`config.mk`:
```
export PLATFORM = sky130hd
export DESIGN_NAME = rsi_sqrt
export DESIGN_NICKNAME = d
export VERILOG_FILES = /design/src/sv/rsi_sqrt.sv
export SDC_FILE = /design/constraint.sdc
export NUM_CORES = 2
export LEC_CHECK = 0
export BUFFER_PORTS_ARGS = -buffer_cell sky130_fd_sc_hd__buf_2
export CORE_MARGIN = 1.5
export CORE_UTILIZATION = 45
export CTS_CLUSTER_DIAMETER = 150
export DETAILED_ROUTE_END_ITERATION = 7
export SLEW_MARGIN = 20
export SYNTH_ARGS = -nofsm -noshare
export SYNTH_HDL_FRONTEND = slang
export SYNTH_SLANG_ARGS = --single-unit
```
`constraint.sdc`:
```
create_clock -name aclk -period 5.87 [get_ports aclk]
set_clock_uncertainty 0.15 [all_clocks]
set_input_delay 0.587 -clock aclk [delete_from_list [all_inputs] [get_ports aclk]]
set_output_delay 0.587 -clock aclk [all_outputs]
set_load 0.02 [all_outputs]
```
`src/sv/rsi_sqrt.sv`:
```
// Pipelined integer square root, one result bit per stage, with a sideband.
`timescale 1ns / 1ps

module rsi_sqrt #(
    parameter int RW = 31,
    parameter int SW = 1
) (
    input  logic            aclk,
    input  logic            aresetn,
    input  logic            ce,
    input  logic            in_valid,
    input  logic [2*RW-1:0] rad,
    input  logic [SW-1:0]   in_side,
    output logic            out_valid,
    output logic [RW-1:0]   root,
    output logic [SW-1:0]   out_side
);

    localparam int RMW = RW + 2;

    logic [RMW-1:0]  rem_reg  [RW];
    logic [RW-1:0]   root_reg [RW];
    logic [2*RW-1:0] rad_reg  [RW];
    logic [SW-1:0]   side_reg [RW];
    logic            vld_reg  [RW];

    genvar g;
    generate
        for (g = 0; g < RW; g++) begin : g_step
            logic [RMW-1:0]  rem_p;
            logic [RW-1:0]   root_p;
            logic [2*RW-1:0] rad_p;
            logic [SW-1:0]   side_p;
            logic            vld_p;
            logic [RMW-1:0]  rem_sh;
            logic [RMW-1:0]  trial;
            logic [RMW-1:0]  rem_next;
            logic            ge;

            if (g == 0) begin : g_first
                assign rem_p  = '0;
                assign root_p = '0;
                assign rad_p  = rad;
                assign side_p = in_side;
                assign vld_p  = in_valid;
            end else begin : g_later
                assign rem_p  = rem_reg[g-1];
                assign root_p = root_reg[g-1];
                assign rad_p  = rad_reg[g-1];
                assign side_p = side_reg[g-1];
                assign vld_p  = vld_reg[g-1];
            end

            always_comb begin
                rem_sh   = {rem_p[RMW-3:0], rad_p[2*RW-1 -: 2]};
                trial    = {root_p, 2'b01};
                ge       = (rem_sh >= trial);
                rem_next = ge ? (rem_sh - trial) : rem_sh;
            end

            always_ff @(posedge aclk) begin
                if (!aresetn) begin
                    vld_reg[g] <= 1'b0;
                end else if (ce) begin
                    vld_reg[g] <= vld_p;
                end
            end

            always_ff @(posedge aclk) begin
                if (ce) begin
                    rem_reg[g]  <= rem_next;
                    root_reg[g] <= {root_p[RW-2:0], ge};
                    rad_reg[g]  <= {rad_p[2*RW-3:0], 2'b00};
                    side_reg[g] <= side_p;
                end
            end
        end
    endgenerate

    assign out_valid = vld_reg[RW-1];
    assign root      = root_reg[RW-1];
    assign out_side  = side_reg[RW-1];

endmodule

```
# Yosys cells after proc, flatten, opt, wreduce, memory -nomap -nowiden
# Memories as Yosys holds them, arrays and structs flattened.
# Cells that the tools add are included.
[word_totals]
regBits = 0
ram_bits = 3906
out_inout_bits = 33
n_memories = 5
[op_classes]
add_sub_neg = 31
magnitude_cmp = 31
n_mux = 67
bitwise = 31
[memory_table]
columns = ["memory", "words", "width", "read_ports", "rd_ports_with_merged_regs", "write_ports", "line_no", "text"]
rows = [
  ["rad_reg", 31, 60, 30, 0, 31, "23", "logic [2*RW-1:0] rad_reg [RW];"],
  ["rem_reg", 31, 33, 30, 0, 31, "21", "logic [RMW-1:0] rem_reg [RW];"],
  ["root_reg", 31, 31, 31, 0, 31, "22", "logic [RW-1:0] root_reg [RW];"],
  ["side_reg", 31, 1, 31, 0, 31, "24", "logic [SW-1:0] side_reg [RW];"],
  ["vld_reg", 31, 1, 31, 0, 31, "25", "logic vld_reg [RW];"],
]
[op_table]
columns = ["op", "count"]
rows = [
  ["33-bit two-way mux", 31],
  ["33-bit greater-or-equal comparator", 30],
  ["33-bit subtractor", 30],
  ["1-bit two-way mux", 36],
  ["1-bit OR", 31],
  ["2-bit by 1-bit subtractor with 3-bit output, second input constant", 1],
  ["2-bit by 1-bit greater-or-equal comparator with 1-bit output, second input constant", 1],
]

# Depth between registers and ports, before layout
[depth]
ltp_word = 4
mapped_depth = 13
mapped_depth_nobuf = 12

# Worst setup path before layout
# No wires, ideal clock.
[synth_timing]
path_type = "reg2reg"
startpoint = "mem rem_reg[6][18] in the netlist's numbering"
endpoint = "mem rem_reg[7][24] in the netlist's numbering (data pin)"
setup_ns = 0.271
arrival_time_ns = 3.036
slack_ns = 2.413
stages_incl_launch_ff = 11
n_path_buf = 1
cell_sequence = "edfxtp_1 -> or4_1 -> or4_1 -> or3_1 -> or3_1 -> or2_2 -> nor4_1 -> or2_2 -> buf_4 -> nor4_1 -> xor2_1"
[synth_lines]
columns = ["element", "line_no"]
rows = [
  ["start: declaration", "21"],
]

==> out/summary.txt <==
post-cts sizing count = 0
clock sink count = 2375
max_cap viols = 0
DR vias/cell = 5.37
Max stage delay on crit path = 0.67 ns
fin crit share = 74.4%
Pleak = 0.0472 uW
drt drc = 0
area grow syn2layout = 13.0%
CP required = 6.35 ns
Initial Utilization = 45.4%
H-tree levels = 5
drt pass-1 iters = 6
metal3 WL = 8720 um
Post-synth EDFFs = 2374
Post-Syn Instances = 8407
share of cells above drive strength 1 = 7.65%
global-route wire length before repair = 353000 um
worst reg2reg endpoint = rem_reg[27][23]$_DFFE_PP_
status = finished clean
Worst Hold Launch = rad[58]
gpl congestion = 0.896
reg-to-reg startpoint = rem_reg[26][3]$_DFFE_PP_
largest net degree at the start of global routing = 183
Setup crit start kind = flip-flop
first-iteration detailed-routing DRC count = 5032
Setup crit end kind = flip-flop
RSZ-0062 raised after global routing = false
Max-slew headroom = 29.0%
core region area = 241000 sq um
Met2 Wirelength = 112000 um
CTS buffer count = 281
Tightest Hold Check Type = in -> reg
drt total wl = 222000 um
register area = 71300 sq um
clock tree buffer depth = 4
Setup Buffers After CTS = 0
Reg2Reg Depth = 11
Post-synth ARST share = 0%
Slew Limit Fails = 0
reg-to-reg setup timing slack = 1.50 ns
number of global-route vias before repair = 64.7k
Die ar. = 246000 sq um
CTS Root Cell = clkbuf_16
Peak VDD IR = 0.000265 V
Setup WS post-layout = 1.50 ns
worst-path cell chain = ha_1 -> a21o_1 -> a41o_1 -> nor3_1 -> o21ai_0 -> a311o_1 -> a21oi_1 -> nand3_2 -> buf_4 -> nor2_1 -> a21oi_1
hold buffers post-CTS = 67
cell depth of the worst hold path = 2
critical path class = reg -> reg
footprint of the multi-input gates = 35200 sq um
setup violators final = 0
All-Layer GR Usage = 18.0%
worst skew pair latency = 0.93 ns
PwrDens = 399 nW/um^2
Die W = 496 um
CTS clk-pin slew, worst paths = 0.05 ns
max frequency = 0.229 GHz
DP HPWL = 157000 um
post-route ant nets = 0
Synthesized Nets = 9002
IO Port Bufs = 99
row count = 180
setup_tns = 0 ns
pre-CTS setup slack = 1.55 ns
CTS tree = done
register area share after synthesis = 65.1%
nets = 9347
top sig layer = met4
Yosys Warn Count = 0
via count = 65.1k
Crit Path Max Fanout = 35
hold endpoint = rad_reg[0][58]$_DFFE_PP_
Slew @ Worst Pin = 1.06 ns
DRT met1 WL = 94600 um
Tmin final = 4.37 ns
Final Hold Fails = 0
max FFs per register = 930
Ports = 100
Mapped Area = 110000 sq um
initial antenna violation count = 1
Crit-path slowest cell = nand3_2
Die Y = 496 um
total grt overflow = 0
final-layout fill cell count = 20.2k
WL/cell = 18.3 um
Yosys cell types = 88
synthesized flop and latch total = 2375
Post-Syn Area per Cell = 13.0 sq um
ys flop type = edfxtp_1
Worst EP arrival = 4.85 ns
CP dominant cell by count = a21oi_1
## how the worst max path moves through the flow
stage / start / to / slack, ns / cells after the start
after detailed placement: rem_reg[26][3]$_DFFE_PP_ / rem_reg[27][25]$_DFFE_PP_ / 1.55 / 11
after global routing: rem_reg[26][1]$_DFFE_PP_ / rem_reg[27][24]$_DFFE_PP_ / 1.18 / 11
after floorplan: rem_reg[6][18]$_DFFE_PP_ / rem_reg[7][24]$_DFFE_PP_ / 2.41 / 10
after CTS: rem_reg[26][3]$_DFFE_PP_ / rem_reg[27][23]$_DFFE_PP_ / 1.50 / 11
after global placement: rem_reg[26][3]$_DFFE_PP_ / rem_reg[27][17]$_DFFE_PP_ / 1.59 / 11
final: rem_reg[26][3]$_DFFE_PP_ / rem_reg[27][23]$_DFFE_PP_ / 1.50 / 11
## report_power, final
part           internal, uW  switching, uW
combinational          4080           5670
clock                 10200           6570
sequential            21500           1410
total                 35800          13600
## layout by cell type (no fill, tap or decap), types with 23 or more instances in the layout
cell type,netlist,layout
dlygate4sd3_1,0,67
nor2b_1,76,76
a31oi_1,45,44
nor2_1,493,493
nor3b_1,23,23
buf_2,4,98
inv_1,658,658
or4_1,50,50
nand2_1,599,599
nor4_1,107,105
clkbuf_16,0,286
o21a_1,103,103
xnor2_1,363,363
ha_1,528,528
nand4_1,79,79
clkinv_1,2,44
o211ai_1,39,39
a21oi_1,514,511
or3_1,75,75
o31ai_1,48,46
a211oi_1,41,39
clkinv_2,0,30
nor3_1,196,196
clkbuf_1,146,57
bufinv_16,0,30
mux2_2,61,61
xor2_1,370,370
and2_1,32,32
o21bai_1,37,37
o21ai_0,462,462
nand2b_1,100,100
edfxtp_1,2374,2374
nand3_1,146,144
or2_2,37,37
and3_1,75,75
a21o_1,220,220
buf_4,2,38
## area by class of cell
type / count / area share [%]
sequential: 2375 / 57.6
multi-input combinational: 5209 / 28.5
clock buffer: 345 / 5.98
tap: 3185 / 3.22
inverter: 660 / 2.00
timing repair buffer: 225 / 1.52
clock inverter: 130 / 1.17
antenna: 1 / 0.00202
## through the flow
step | hold WS [ns] | total power (uW) | cell area (sq um) | std cells | util, %
3_3_place_gp | 0.250 | 32700 | 114000 | 11587 | 47.3
4_1_cts | 0.121 | 50000 | 124000 | 12129 | 51.3
6_report | 0.215 | 49400 | 124000 | 12130 | 51.3
5_1_grt | 0.157 | 52000 | 124000 | 12130 | 51.3
2_1_floorplan | 0.250 | 29800 | 110000 | 8407 | -
3_5_place_dp | 0.255 | 32900 | 114000 | 11587 | 47.3
## cell usage after synthesis, drive strengths merged, types with 42 or more instances
cell	count	area (sq um)
nor4	110	707
and3	75	469
inv	658	2470
clkbuf	146	548
nand3	146	731
nand2	599	2250
edfxtp	2374	71300
a21oi	514	2570
nor3	197	991
ha	528	6610
o21a	103	773
nor2b	76	475
nand2b	100	626
a31oi	45	282
o31ai	48	360
o21ai	464	2320
a21o	220	1650
nor2	493	1850
xnor2	363	3180
or4	52	398
nand4	79	494
xor2	370	3240
a211oi	42	320
mux2	61	687
or3	78	495
## layer usage
metal  global-route usage [%]  vias to the layer above
li1                         -                    31815
met1                     22.8                    31580
met2                     31.6                     1302
met3                     2.68                      391
met4                     5.66                        0
met5                        0                        -
## logic make-up after synthesis
family                     after synthesis  synth area share [%]
AOI/OAI and AO/OA                     1702                  9.61
xor gates and xnor gates               733                  5.86
other                                    1               0.00342
and+or+nand+nor                       2171                  9.80
buffers and inverters                  823                  2.83
muxes                                   74                 0.746
adders and majority gates              528                  6.03
DFF                                   2375                  65.1
## worst max-delay path: cells and delay by family, from the launching register on
kind	cells	cell delay [ns]
AO/OA/AOI/OAI	6	1.46
AND/OR/NAND/NOR	3	1.22
flip-flops	1	0.40
buffers and inverters	1	0.48
adder cells (fa/ha/maj)	1	0.38
Note: power is estimated with default switching activity, not from simulation.
